**config.mk**
```make
export PLATFORM = sky130hd
export DESIGN_NAME = usb_ep0_standard_request_handler_flat
export DESIGN_NICKNAME = d
export VERILOG_FILES = /design/src/rtl/core/ep0_req_pkg.sv /design/src/rtl/core/ep0_req_if.sv /design/src/rtl/core/usb_ep0_standard_request_handler.sv /design/src/flat_wrapper.sv
export SDC_FILE = /design/constraint.sdc
export NUM_CORES = 1
export LEC_CHECK = 0
export ABC_CLOCK_PERIOD_IN_PS = 5650
export BUFFER_PORTS_ARGS = -buffer_cell sky130_fd_sc_hd__buf_2
export CORE_MARGIN = 10
export CORE_UTILIZATION = 45
export CTS_CLUSTER_SIZE = 40
export DETAILED_ROUTE_END_ITERATION = 10
export GPL_TIMING_DRIVEN = 0
export PLACE_DENSITY_LB_ADDON = 0.25
export SLEW_MARGIN = 25
export SYNTH_ARGS = -nofsm -noshare
export SYNTH_HDL_FRONTEND = slang
export SYNTH_SLANG_ARGS = --single-unit
```
**constraint.sdc**
```tcl
create_clock -name clk -period 5.65 [get_ports clk]
set_input_delay 0.8475 -clock clk [delete_from_list [all_inputs] [get_ports clk]]
set_output_delay 0.8475 -clock clk [all_outputs]
set_load 0.005 [all_outputs]
```
**src/rtl/core/ep0_req_pkg.sv**
```systemverilog
// Shared types, codes and helpers for the ep0 standard request handler.
package ep0_req_pkg;

    // Endpoint slot count default and configuration port geometry.
    localparam int EP_SLOTS_DEFAULT = 32;
    localparam int CFG_INDEX_W      = 2;
    localparam int CFG_DATA_W       = 1;
    localparam int SLOT_NUM_W       = 5;

    // Configuration register indexes.
    localparam logic [CFG_INDEX_W-1:0] CFG_SELF_POWERED     = 2'd0;
    localparam logic [CFG_INDEX_W-1:0] CFG_SPEED_ABOVE_HIGH = 2'd1;
    localparam logic [CFG_INDEX_W-1:0] CFG_FUNCTION_BOUND   = 2'd2;

    // Item operations.
    localparam logic [2:0] OP_SETUP     = 3'd0;
    localparam logic [2:0] OP_SW_ANSWER = 3'd1;
    localparam logic [2:0] OP_DATA_DONE = 3'd2;
    localparam logic [2:0] OP_SW_HALT   = 3'd3;
    localparam logic [2:0] OP_STATUS_GO = 3'd4;
    localparam logic [2:0] OP_BUS_EVENT = 3'd5;

    // Result actions.
    localparam logic [2:0] ACT_NONE  = 3'd0;
    localparam logic [2:0] ACT_STALL = 3'd1;
    localparam logic [2:0] ACT_ACK   = 3'd2;
    localparam logic [2:0] ACT_WORD  = 3'd3;
    localparam logic [2:0] ACT_FWD   = 3'd4;
    localparam logic [2:0] ACT_WAIT  = 3'd5;

    // Control transfer stages.
    localparam logic [1:0] ST_SETUP  = 2'd0;
    localparam logic [1:0] ST_DATA   = 2'd1;
    localparam logic [1:0] ST_STATUS = 2'd2;

    // Device states.
    localparam logic [1:0] DS_NOTATT     = 2'd0;
    localparam logic [1:0] DS_DEFAULT    = 2'd1;
    localparam logic [1:0] DS_ADDRESSED  = 2'd2;
    localparam logic [1:0] DS_CONFIGURED = 2'd3;

    // Kinds of request waiting on a software answer.
    localparam logic [1:0] PK_NONE     = 2'd0;
    localparam logic [1:0] PK_GENERIC  = 2'd1;
    localparam logic [1:0] PK_CFG_ZERO = 2'd2;
    localparam logic [1:0] PK_CFG_SET  = 2'd3;

    // Software answer codes.
    localparam logic [1:0] SW_OK      = 2'd0;
    localparam logic [1:0] SW_DELAYED = 2'd2;

    // Standard request codes and recipients.
    localparam logic [7:0] REQ_GET_STATUS    = 8'd0;
    localparam logic [7:0] REQ_CLEAR_FEATURE = 8'd1;
    localparam logic [7:0] REQ_SET_FEATURE   = 8'd3;
    localparam logic [7:0] REQ_SET_ADDRESS   = 8'd5;
    localparam logic [7:0] REQ_SET_CONFIG    = 8'd9;

    localparam logic [4:0] RCP_DEVICE    = 5'd0;
    localparam logic [4:0] RCP_INTERFACE = 5'd1;
    localparam logic [4:0] RCP_ENDPOINT  = 5'd2;

    // Feature selectors.
    localparam logic [15:0] FEAT_REMOTE_WAKEUP = 16'd1;
    localparam logic [15:0] FEAT_TEST_MODE     = 16'd2;
    localparam logic [7:0]  TEST_SEL_FIRST     = 8'd1;
    localparam logic [7:0]  TEST_SEL_LAST      = 8'd4;

    typedef struct packed {
        logic [2:0]  op;
        logic [7:0]  request_type;
        logic [7:0]  request_code;
        logic [15:0] value_word;
        logic [15:0] index_word;
        logic [15:0] length_word;
        logic [6:0]  hw_address;
        logic [1:0]  sw_result;
        logic        wedge_flag;
        logic        attached;
    } ep0_req_item_t;

    typedef struct packed {
        logic [2:0]  action;
        logic [15:0] status_word;
        logic [1:0]  stage;
        logic [1:0]  usb_state;
        logic [6:0]  device_address;
    } ep0_req_result_t;

    // Endpoint slot: number 0 is slot 0, otherwise number * 2 + direction - 1.
    function automatic logic [SLOT_NUM_W-1:0] slot_of(input logic [15:0] windex);
        logic [SLOT_NUM_W-1:0] raw;
        raw = {windex[3:0], windex[7]};
        if (windex[3:0] == 4'd0) begin
            return '0;
        end
        return raw - SLOT_NUM_W'(1);
    endfunction

endpackage

```
**src/rtl/core/ep0_req_if.sv**
```systemverilog
// Valid/ready channel interfaces for request items and result items.
interface ep0_req_item_if;
    import ep0_req_pkg::*;

    logic          valid;
    logic          ready;
    ep0_req_item_t item;

    modport source (output valid, output item, input ready);
    modport sink (input valid, input item, output ready);
endinterface

interface ep0_req_result_if;
    import ep0_req_pkg::*;

    logic            valid;
    logic            ready;
    ep0_req_result_t result;

    modport source (output valid, output result, input ready);
    modport sink (input valid, input result, output ready);
endinterface

```
**src/rtl/core/usb_ep0_standard_request_handler.sv**
```systemverilog
// An accepted item goes into the input register, and its result into the result register.
// Throughput: one item per cycle; the only stall comes from the result register being held.
// All decoding and state update for an item happen combinationally between the two registers.
// Reset (rst_n low, asynchronous): stage setup, device not attached, address zero,
// wakeup, halt and wedge bits clear, nothing pending, configuration registers zero.
module usb_ep0_standard_request_handler #(
    parameter int ENDPOINT_SLOTS = ep0_req_pkg::EP_SLOTS_DEFAULT
) (
    input  logic                               clk,
    input  logic                               rst_n,
    input  logic                               cfg_write,
    input  logic [ep0_req_pkg::CFG_INDEX_W-1:0] cfg_index,
    input  logic [ep0_req_pkg::CFG_DATA_W-1:0]  cfg_data,
    ep0_req_item_if.sink                       req,
    ep0_req_result_if.source                   rsp
);
    import ep0_req_pkg::*;

    localparam int SLOT_W = $clog2(ENDPOINT_SLOTS);

    // Configuration registers.
    logic self_powered_reg;
    logic speed_above_high_reg;
    logic function_bound_reg;

    // Channel registers.
    ep0_req_item_t   item_reg;
    logic            item_valid_reg;
    ep0_req_result_t result_reg;
    logic            result_valid_reg;

    // Handler state.
    logic [1:0]                stage_reg, stage_next;
    logic [1:0]                dev_reg, dev_next;
    logic [6:0]                addr_reg, addr_next;
    logic                      wake_reg, wake_next;
    logic [ENDPOINT_SLOTS-1:0] halted_reg, halted_next;
    logic [ENDPOINT_SLOTS-1:0] wedged_reg, wedged_next;
    logic [1:0]                pend_reg, pend_next;

    logic [2:0]            act;
    logic [15:0]           word;
    logic                  do_stall;
    logic                  do_finish;
    logic                  feat_ok;
    logic                  set_ok;
    logic [SLOT_NUM_W-1:0] slot;
    logic                  slot_ok;
    logic [SLOT_W-1:0]     slot_idx;
    logic [4:0]            recip;
    logic                  is_set;
    logic                  advance;

    assign advance   = item_valid_reg && (!result_valid_reg || rsp.ready);
    assign req.ready = !item_valid_reg || advance;

    assign slot     = slot_of(item_reg.index_word);
    assign slot_ok  = {1'b0, slot} < (SLOT_NUM_W + 1)'(ENDPOINT_SLOTS);
    assign slot_idx = slot[SLOT_W-1:0];
    assign recip    = item_reg.request_type[4:0];
    assign is_set   = item_reg.request_code == REQ_SET_FEATURE;

    always_comb
    begin
        stage_next  = stage_reg;
        dev_next    = dev_reg;
        addr_next   = addr_reg;
        wake_next   = wake_reg;
        halted_next = halted_reg;
        wedged_next = wedged_reg;
        pend_next   = pend_reg;
        act         = ACT_NONE;
        word        = '0;
        do_stall    = 1'b0;
        do_finish   = 1'b0;
        feat_ok     = 1'b0;
        set_ok      = 1'b0;

        unique case (item_reg.op)
            OP_SETUP:
            begin
                if (!function_bound_reg) begin
                    do_finish = 1'b1;
                end else if (dev_reg == DS_NOTATT) begin
                    do_stall = 1'b1;
                end else begin
                    halted_next[0] = 1'b0;
                    pend_next      = PK_NONE;
                    stage_next     = (item_reg.length_word != 16'd0) ? ST_DATA : ST_STATUS;
                    // Follow the controller's address register when it moved on its own.
                    if (item_reg.request_code != REQ_SET_ADDRESS &&
                        addr_reg != item_reg.hw_address && dev_reg != DS_CONFIGURED) begin
                        addr_next = item_reg.hw_address;
                        dev_next  = (item_reg.hw_address != 7'd0) ? DS_ADDRESSED : DS_DEFAULT;
                    end
                    if (item_reg.request_type[6:5] != 2'd0) begin
                        pend_next = PK_GENERIC;
                        act       = ACT_FWD;
                    end else begin
                        unique case (item_reg.request_code) inside
                            REQ_SET_ADDRESS:
                            begin
                                set_ok = item_reg.value_word[15:7] == '0 &&
                                         dev_reg != DS_CONFIGURED;
                                if (set_ok) begin
                                    addr_next = item_reg.hw_address;
                                    dev_next  = (item_reg.value_word != 16'd0) ?
                                                DS_ADDRESSED : DS_DEFAULT;
                                    do_finish = 1'b1;
                                end else begin
                                    do_stall = 1'b1;
                                end
                            end
                            REQ_SET_CONFIG:
                            begin
                                if (dev_next < DS_ADDRESSED) begin
                                    do_stall = 1'b1;
                                end else begin
                                    pend_next = (item_reg.value_word != 16'd0) ?
                                                PK_CFG_SET : PK_CFG_ZERO;
                                    act       = ACT_FWD;
                                end
                            end
                            REQ_GET_STATUS:
                            begin
                                if (recip == RCP_DEVICE) begin
                                    word      = {14'd0, wake_reg, self_powered_reg};
                                    act       = ACT_WORD;
                                    do_finish = 1'b1;
                                end else if (recip == RCP_INTERFACE) begin
                                    pend_next = PK_GENERIC;
                                    act       = ACT_FWD;
                                end else if (recip == RCP_ENDPOINT && slot_ok) begin
                                    word      = {15'd0, halted_next[slot_idx]};
                                    act       = ACT_WORD;
                                    do_finish = 1'b1;
                                end else begin
                                    do_stall = 1'b1;
                                end
                            end
                            REQ_CLEAR_FEATURE, REQ_SET_FEATURE:
                            begin
                                if (recip == RCP_DEVICE) begin
                                    if (item_reg.value_word == FEAT_REMOTE_WAKEUP) begin
                                        wake_next = is_set;
                                        feat_ok   = 1'b1;
                                    end else if (item_reg.value_word == FEAT_TEST_MODE) begin
                                        feat_ok = dev_next == DS_CONFIGURED &&
                                                  !speed_above_high_reg && is_set &&
                                                  item_reg.index_word[7:0] == 8'd0 &&
                                                  item_reg.index_word[15:8] >= TEST_SEL_FIRST &&
                                                  item_reg.index_word[15:8] <= TEST_SEL_LAST;
                                    end
                                end else if (recip == RCP_INTERFACE) begin
                                    feat_ok = item_reg.value_word == 16'd0;
                                end else if (recip == RCP_ENDPOINT) begin
                                    feat_ok = item_reg.value_word == 16'd0 && slot_ok;
                                    // The ep0 address itself leaves the halt bits alone.
                                    if (feat_ok && (item_reg.index_word[15:8] != 8'd0 ||
                                                    item_reg.index_word[6:0] != 7'd0)) begin
                                        if (is_set) begin
                                            halted_next[slot_idx] = 1'b1;
                                        end else if (!wedged_reg[slot_idx]) begin
                                            halted_next[slot_idx] = 1'b0;
                                            wedged_next[slot_idx] = 1'b0;
                                        end
                                    end
                                end
                                if (feat_ok) begin
                                    do_finish = 1'b1;
                                end else begin
                                    do_stall = 1'b1;
                                end
                            end
                            default:
                            begin
                                pend_next = PK_GENERIC;
                                act       = ACT_FWD;
                            end
                        endcase
                    end
                end
            end
            OP_SW_ANSWER:
            begin
                if (pend_reg != PK_NONE) begin
                    pend_next = PK_NONE;
                    if (item_reg.sw_result == SW_DELAYED) begin
                        act = ACT_WAIT;
                    end else if (item_reg.sw_result != SW_OK) begin
                        do_stall = 1'b1;
                    end else begin
                        if (pend_reg == PK_CFG_ZERO) begin
                            dev_next = DS_ADDRESSED;
                        end else if (pend_reg == PK_CFG_SET) begin
                            dev_next = DS_CONFIGURED;
                        end
                        do_finish = 1'b1;
                    end
                end
            end
            OP_DATA_DONE:
            begin
                if (stage_reg == ST_DATA) begin
                    stage_next = ST_SETUP;
                    act        = ACT_ACK;
                end
            end
            OP_SW_HALT:
            begin
                if (slot == '0) begin
                    do_stall = 1'b1;
                end else if (slot_ok) begin
                    halted_next[slot_idx] = 1'b1;
                    if (item_reg.wedge_flag) begin
                        wedged_next[slot_idx] = 1'b1;
                    end
                end
            end
            OP_STATUS_GO:
            begin
                if (stage_reg == ST_STATUS) begin
                    stage_next = ST_SETUP;
                    dev_next   = DS_CONFIGURED;
                    pend_next  = PK_NONE;
                    act        = ACT_ACK;
                end
            end
            OP_BUS_EVENT:
            begin
                stage_next = ST_SETUP;
                pend_next  = PK_NONE;
                if (item_reg.attached) begin
                    dev_next  = DS_DEFAULT;
                    addr_next = 7'd0;
                end else begin
                    dev_next = DS_NOTATT;
                end
            end
            default:
            begin
                act = ACT_NONE;
            end
        endcase

        // A stall returns ep0 to setup and drops any pending request.
        if (do_stall) begin
            stage_next     = ST_SETUP;
            halted_next[0] = 1'b1;
            pend_next      = PK_NONE;
            act            = ACT_STALL;
            word           = '0;
        end else if (do_finish && stage_next == ST_STATUS) begin
            stage_next = ST_SETUP;
            if (act == ACT_NONE) begin
                act = ACT_ACK;
            end
        end
    end

    always_ff @(posedge clk or negedge rst_n)
    begin
        if (!rst_n) begin
            self_powered_reg     <= 1'b0;
            speed_above_high_reg <= 1'b0;
            function_bound_reg   <= 1'b0;
        end else if (cfg_write) begin
            unique case (cfg_index)
                CFG_SELF_POWERED:     self_powered_reg     <= cfg_data[0];
                CFG_SPEED_ABOVE_HIGH: speed_above_high_reg <= cfg_data[0];
                CFG_FUNCTION_BOUND:   function_bound_reg   <= cfg_data[0];
                default:              self_powered_reg     <= self_powered_reg;
            endcase
        end
    end

    always_ff @(posedge clk or negedge rst_n)
    begin
        if (!rst_n) begin
            item_valid_reg   <= 1'b0;
            result_valid_reg <= 1'b0;
            stage_reg        <= ST_SETUP;
            dev_reg          <= DS_NOTATT;
            addr_reg         <= 7'd0;
            wake_reg         <= 1'b0;
            halted_reg       <= '0;
            wedged_reg       <= '0;
            pend_reg         <= PK_NONE;
        end else begin
            if (req.valid && req.ready) begin
                item_valid_reg <= 1'b1;
            end else if (advance) begin
                item_valid_reg <= 1'b0;
            end
            if (advance) begin
                result_valid_reg <= 1'b1;
                stage_reg        <= stage_next;
                dev_reg          <= dev_next;
                addr_reg         <= addr_next;
                wake_reg         <= wake_next;
                halted_reg       <= halted_next;
                wedged_reg       <= wedged_next;
                pend_reg         <= pend_next;
            end else if (rsp.ready) begin
                result_valid_reg <= 1'b0;
            end
        end
    end

    always_ff @(posedge clk)
    begin
        if (req.valid && req.ready) begin
            item_reg <= req.item;
        end
        if (advance) begin
            result_reg.action         <= act;
            result_reg.status_word    <= word;
            result_reg.stage          <= stage_next;
            result_reg.usb_state      <= dev_next;
            result_reg.device_address <= addr_next;
        end
    end

    assign rsp.valid  = result_valid_reg;
    assign rsp.result = result_reg;

    // A stall always leaves ep0 halted and back in the setup stage.
    a_stall_halts: assert property (@(posedge clk) disable iff (!rst_n)
        advance && act == ACT_STALL |=> halted_reg[0] && stage_reg == ST_SETUP)
        else $error("stall did not halt ep0");

    // Forwarded requests must leave something for the software answer to settle.
    a_fwd_pending: assert property (@(posedge clk) disable iff (!rst_n)
        advance && act == ACT_FWD |=> pend_reg != PK_NONE)
        else $error("forwarded request left nothing pending");

    // Status data is only carried by a status word result.
    a_word_only: assert property (@(posedge clk) disable iff (!rst_n)
        rsp.valid && rsp.result.action != ACT_WORD |-> rsp.result.status_word == 16'd0)
        else $error("status word set without a status word action");

    // The result shows the stage and device state the handler now holds.
    a_stage_match: assert property (@(posedge clk) disable iff (!rst_n)
        advance |=> rsp.result.stage == stage_reg && rsp.result.usb_state == dev_reg)
        else $error("result stage disagrees with handler state");

endmodule
```
**src/flat_wrapper.sv**
```systemverilog
// flat-port wrapper written by rule: the top's interface ports become plain ports
module usb_ep0_standard_request_handler_flat import ep0_req_pkg::*;
#(
    parameter int ENDPOINT_SLOTS = ep0_req_pkg::EP_SLOTS_DEFAULT
)
  (clk, rst_n, cfg_write, cfg_index, cfg_data, req_valid, req_item, req_ready, rsp_valid, rsp_result, rsp_ready);
  ep0_req_item_if req_i ();
  ep0_req_result_if rsp_i ();
  input  logic clk;
  input  logic rst_n;
  input  logic cfg_write;
  input  logic [ep0_req_pkg::CFG_INDEX_W-1:0] cfg_index;
  input  logic [ep0_req_pkg::CFG_DATA_W-1:0] cfg_data;
  input wire logic [$bits(req_i.valid)-1:0] req_valid;
  input wire logic [$bits(req_i.item)-1:0] req_item;
  output wire logic [$bits(req_i.ready)-1:0] req_ready;
  output wire logic [$bits(rsp_i.valid)-1:0] rsp_valid;
  output wire logic [$bits(rsp_i.result)-1:0] rsp_result;
  input wire logic [$bits(rsp_i.ready)-1:0] rsp_ready;
  assign req_i.valid = req_valid;
  assign req_i.item = req_item;
  assign req_ready = req_i.ready;
  assign rsp_valid = rsp_i.valid;
  assign rsp_result = rsp_i.result;
  assign rsp_i.ready = rsp_ready;
  usb_ep0_standard_request_handler #(.ENDPOINT_SLOTS(ENDPOINT_SLOTS)) u_core (.clk(clk), .rst_n(rst_n), .cfg_write(cfg_write), .cfg_index(cfg_index), .cfg_data(cfg_data), .req(req_i), .rsp(rsp_i));
endmodule
```
After elaboration in Yosys (flattened, before gate mapping):

Cells that the tools add are included.

* register bits: 190
* input port bits: 86
* output and inout bits: 32
* word-level logic and storage cells: 286

* $add $sub $neg: 1
* order comparisons: 5
* equality and inequality tests: 43
* muxes and demuxes: 142
* bitwise logic cells: 11
* reductions and logical operators: 55

Operator list (count)
* 32-bit two-way mux: 23
* 32-bit one-hot mux with 2 select lines: 2
* 32-bit OR: 3
* 2-bit two-way mux: 37
* 32-bit bitwise AND: 2
* 7-bit two-way mux: 7
* 1-bit two-way mux: 47
* 32-bit NOT: 1
* 16-bit nonzero test: 2
* 3-bit two-way mux: 10
* 2-bit one-hot mux with 4 select lines: 3
* 16-bit by 1-bit equality test with 1-bit output (second input constant): 1
* 16-bit by 2-bit equality test with 1-bit output (second input constant): 1
* 16-bit logical NOT: 1
* 8-bit logical NOT: 2
* 2-bit inequality test (second input constant): 8
* 2-bit equality test (second input constant): 7
* 7-bit one-hot mux with 2 select lines: 1
* 14-bit AND reduction: 1
* 7-bit nonzero test: 2
* 1-bit logical AND: 13
* 3-bit one-hot mux with 4 select lines: 1
* 12-bit AND reduction: 1
* 2-bit nonzero test: 6
* other kinds (48): 75

Logic depth before layout (Yosys ltp):

* word-level depth: 30
* depth in mapped cells: 14
* mapped depth without buffers: 10

Worst setup path before layout:

OpenSTA, ideal clock, no wires.

* path kind: input port to flip-flop
* from: input port rsp_ready
* to: register u_core.item_reg[0] (netlist name), enable pin
* library setup time: 0.444 ns
* data arrival time: 2.821 ns
* data required time: 5.206 ns
* slack: 2.385 ns
* cell stages on the path: 2
* buffers on the path: 0
* cells stage by stage: nand3b_1 > and2_1

* cells in the longest elaborated chain, start to end: 4

Ends and longest elaborated chain
* from (decl): line flat_wrapper.sv:19 `input wire logic [$bits(rsp_i.ready)-1:0] rsp_ready;`
* 1-bit logical OR: line usb_ep0_standard_request_handler.sv:54 `assign advance = item_valid_reg && (!result_valid_reg || rsp.ready);`
* 1-bit logical AND: line usb_ep0_standard_request_handler.sv:54
* 1-bit logical OR: line usb_ep0_standard_request_handler.sv:55 `assign req.ready = !item_valid_reg || advance;`
* 1-bit logical AND: line usb_ep0_standard_request_handler.sv:312 `if (req.valid && req.ready) begin`
* to (signal assigned): line usb_ep0_standard_request_handler.sv:313 `item_reg <= req.item;`
* to (decl): line usb_ep0_standard_request_handler.sv:27 `ep0_req_item_t item_reg;`

Every way passes these cells.
A chain may end at the register's enable or synchronous reset.

==> impl_metrics.json <==
{
  "mostFrequentLayoutCells": "buf_2 (110), nand2_1 (93), edfxtp_1 (93)",
  "p_sw_frac": 0.259,
  "cp_slowest_cell": "o31ai_1",
  "power.density_nw_per_um2": 319,
  "cp_top_family": "compound AO/OA/AOI/OAI gates",
  "drc": 0,
  "path_buf_inv": 5,
  "vdd_drop_max_v": 0.000209,
  "tightestPinTransition_ps": 966,
  "fin_skew_ps": 9.67,
  "startpoint": "u_core.item_reg[34]",
  "area_growth_pct": 18.5,
  "outcome": "finished, final reports clean",
  "io_buffer_count": 102,
  "antenna_left": 0,
  "cp_data_arrival_time_ps": 4350,
  "cts_resized": 0,
  "cts_buffer_depth": 2,
  "pwr-share-seq": 0.466,
  "final_common_cell": "buf_2",
  "grt-ovfl-total": 0,
  "cts_setup_buffers": 0,
  "cts-hold-fix-buffers": 0,
  "ys_warn_count": 0,
  "wl_met3_mm": 1.59,
  "fmax_mhz": 246,
  "hpwl_mm": 15.9,
  "drive_gt1_frac": 0.248,
  "avgViaCountPerCell": 5.64,
  "std_cell_rows": 50,
  "final.setup.tns_ps": 0,
  "p_int_mw": 2.44,
  "grt_pass1_wl_mm": 35.9,
  "grt_pass1_vias": 6698,
  "place_ws_ps": 1620,
  "min_period_over_period": 0.720,
  "routed-wl-met2_mm": 9.76,
  "cts.sinks": 175,
  "pwr-share-clk": 0.400,
  "die_w_um": 159,
  "crit_chain": "clkbuf_1 > inv_1 > ha_1 > clkbuf_1 > a211oi_1 > o31ai_1 > a21oi_1 > o31a_1 > a211o_1 > buf_6 > buf_6 > o21ai_1 > o31ai_2",
  "drv.max_cap_violation_count": 0,
  "initial_core_util": 0.462,
  "track_usage": 0.172,
  "leakagePower_nw": 4.09,
  "ys.flop_type": "edfxtp_1",
  "final_util": 0.547,
  "netlist_area_um2": 8720,
  "path_class": "reg2reg",
  "tritoncts": "yes",
  "switching_power_mw": 0.855,
  "clkLatencyLatePin_ps": 430,
  "drt-initial-drc-count": 664,
  "dr.pass1.iters": 5,
  "ys_seq_area_frac": 0.555,
  "reg2reg_depth": 13,
  "grt_max_degree": 57,
  "pwr-share-comb": 0.134,
  "wl_met1_mm": 10.2,
  "fin_ws_ps": 1580,
  "die_area_um2": 25400,
  "period_needed_ps": 4070,
  "ff2ff_setup_slack_ps": 1580,
  "drt-total-wl_mm": 21.8,
  "syn_inst": 781,
  "cts_buffers": 17,
  "cp.required_ps": 5930,
  "synth_edf_count": 93,
  "cts.htree.levels": 4,
  "hold_viol": 0,
  "root_buffer": "clkbuf_16",
  "gp_routability_congestion": 0.876,
  "die_h_um": 159,
  "hold_class": "in2async",
  "grt_antenna_before_repair": 1,
  "wl_per_cell_um": 18.3,
  "syn_avg_cell_area_um2": 11.2,
  "slowest_delay_ps": 590,
  "top_layer_used": "met4",
  "slew_headroom": 0.354,
  "nets": 1006,
  "cts.clk_slew.worst_paths_ps": 70,
  "start_kind": "flip-flop",
  "drv_slew": 0,
  "num_vias": 6723,
  "end_kind": "flip-flop",
  "rsz0062_at_grt": "false",
  "setup-violations-final": 0,
  "ys_seq_elements": 175,
  "core_area_um2": 18900,
  "async_flop_share": 0.469,
  "yosysUniqueCellTypes": 73,
  "ioPinCount": 118,
  "cp_max_fo": 10,
  "timing.rr.start": "u_core.item_reg[34]"
}
## per-stage QoR
step	cells	total power, mW	instance area (um^2)	hold slack [ps]
after floorplan	794	1.83	8770	442
after global placement	1156	1.99	9610	471
after detailed placement	1158	2.00	9680	484
after CTS	1190	3.31	10300	299
after global routing	1190	3.44	10300	313
final	1191	3.30	10300	295
## worst max path at each step
stage,endpoint,slack (ps),cells past startpoint
after floorplan,u_core.item_reg[0],2390,2
after global placement,u_core.item_reg[4],1570,3
after detailed placement,u_core.halted_reg[30],1620,11
after CTS,u_core.halted_reg[30],1600,11
after global routing,u_core.halted_reg[28],1220,11
final,flip-flop,1580,13
## cells by family after synthesis
logic type,Yosys count,share of synthesized area
flops,175,0.555
xor+xnor,9,0.00903
simple gates,246,0.145
mux,37,0.0466
compound gates,231,0.191
other cells,1,0.000430
buf+inv,79,0.0478
fa+ha+maj,3,0.00430
## cells in the mapped netlist (18+ instances only)
cell type   n  area, um^2
o21ai_1    39         195
a31oi_1    61         382
mux2_2     19         214
dfrtp_1    82        2050
clkbuf_1   36         135
nor3_1     18        90.1
nor2_1     34         128
o21ai_0    22         110
a21oi_1    22         110
edfxtp_1   93        2790
nand2_1    93         349
o31ai_2    30         375
## power by group through the flow
stage / logic [mW] / clock network [mW] / registers, mW
2_1_floorplan: 0.281 / 0 / 1.55
3_3_place_gp: 0.427 / 0 / 1.56
3_5_place_dp: 0.440 / 0 / 1.56
4_1_cts: 0.442 / 1.33 / 1.54
5_1_grt: 0.493 / 1.40 / 1.55
6_report: 0.442 / 1.32 / 1.54
## per-layer routing
layer  vias to the layer above  track usage
met3                        27       0.0473
met4                         0       0.0628
met1                      3197        0.234
li1                       3226            -
met5                         -            0
met2                       273        0.258
## final cells by class
type                    count  area, um^2
plain buffers              67         373
clock inverters            14         228
multi-input cells         540        3520
fillers                  1651        8550
well taps                 260         325
diodes                      1        2.50
clock buffers              18         429
inverters                  12        45.0
flip-flops and latches    175        4840
repair buffers            104         572
Note: power is estimated with default switching activity, not from simulation.
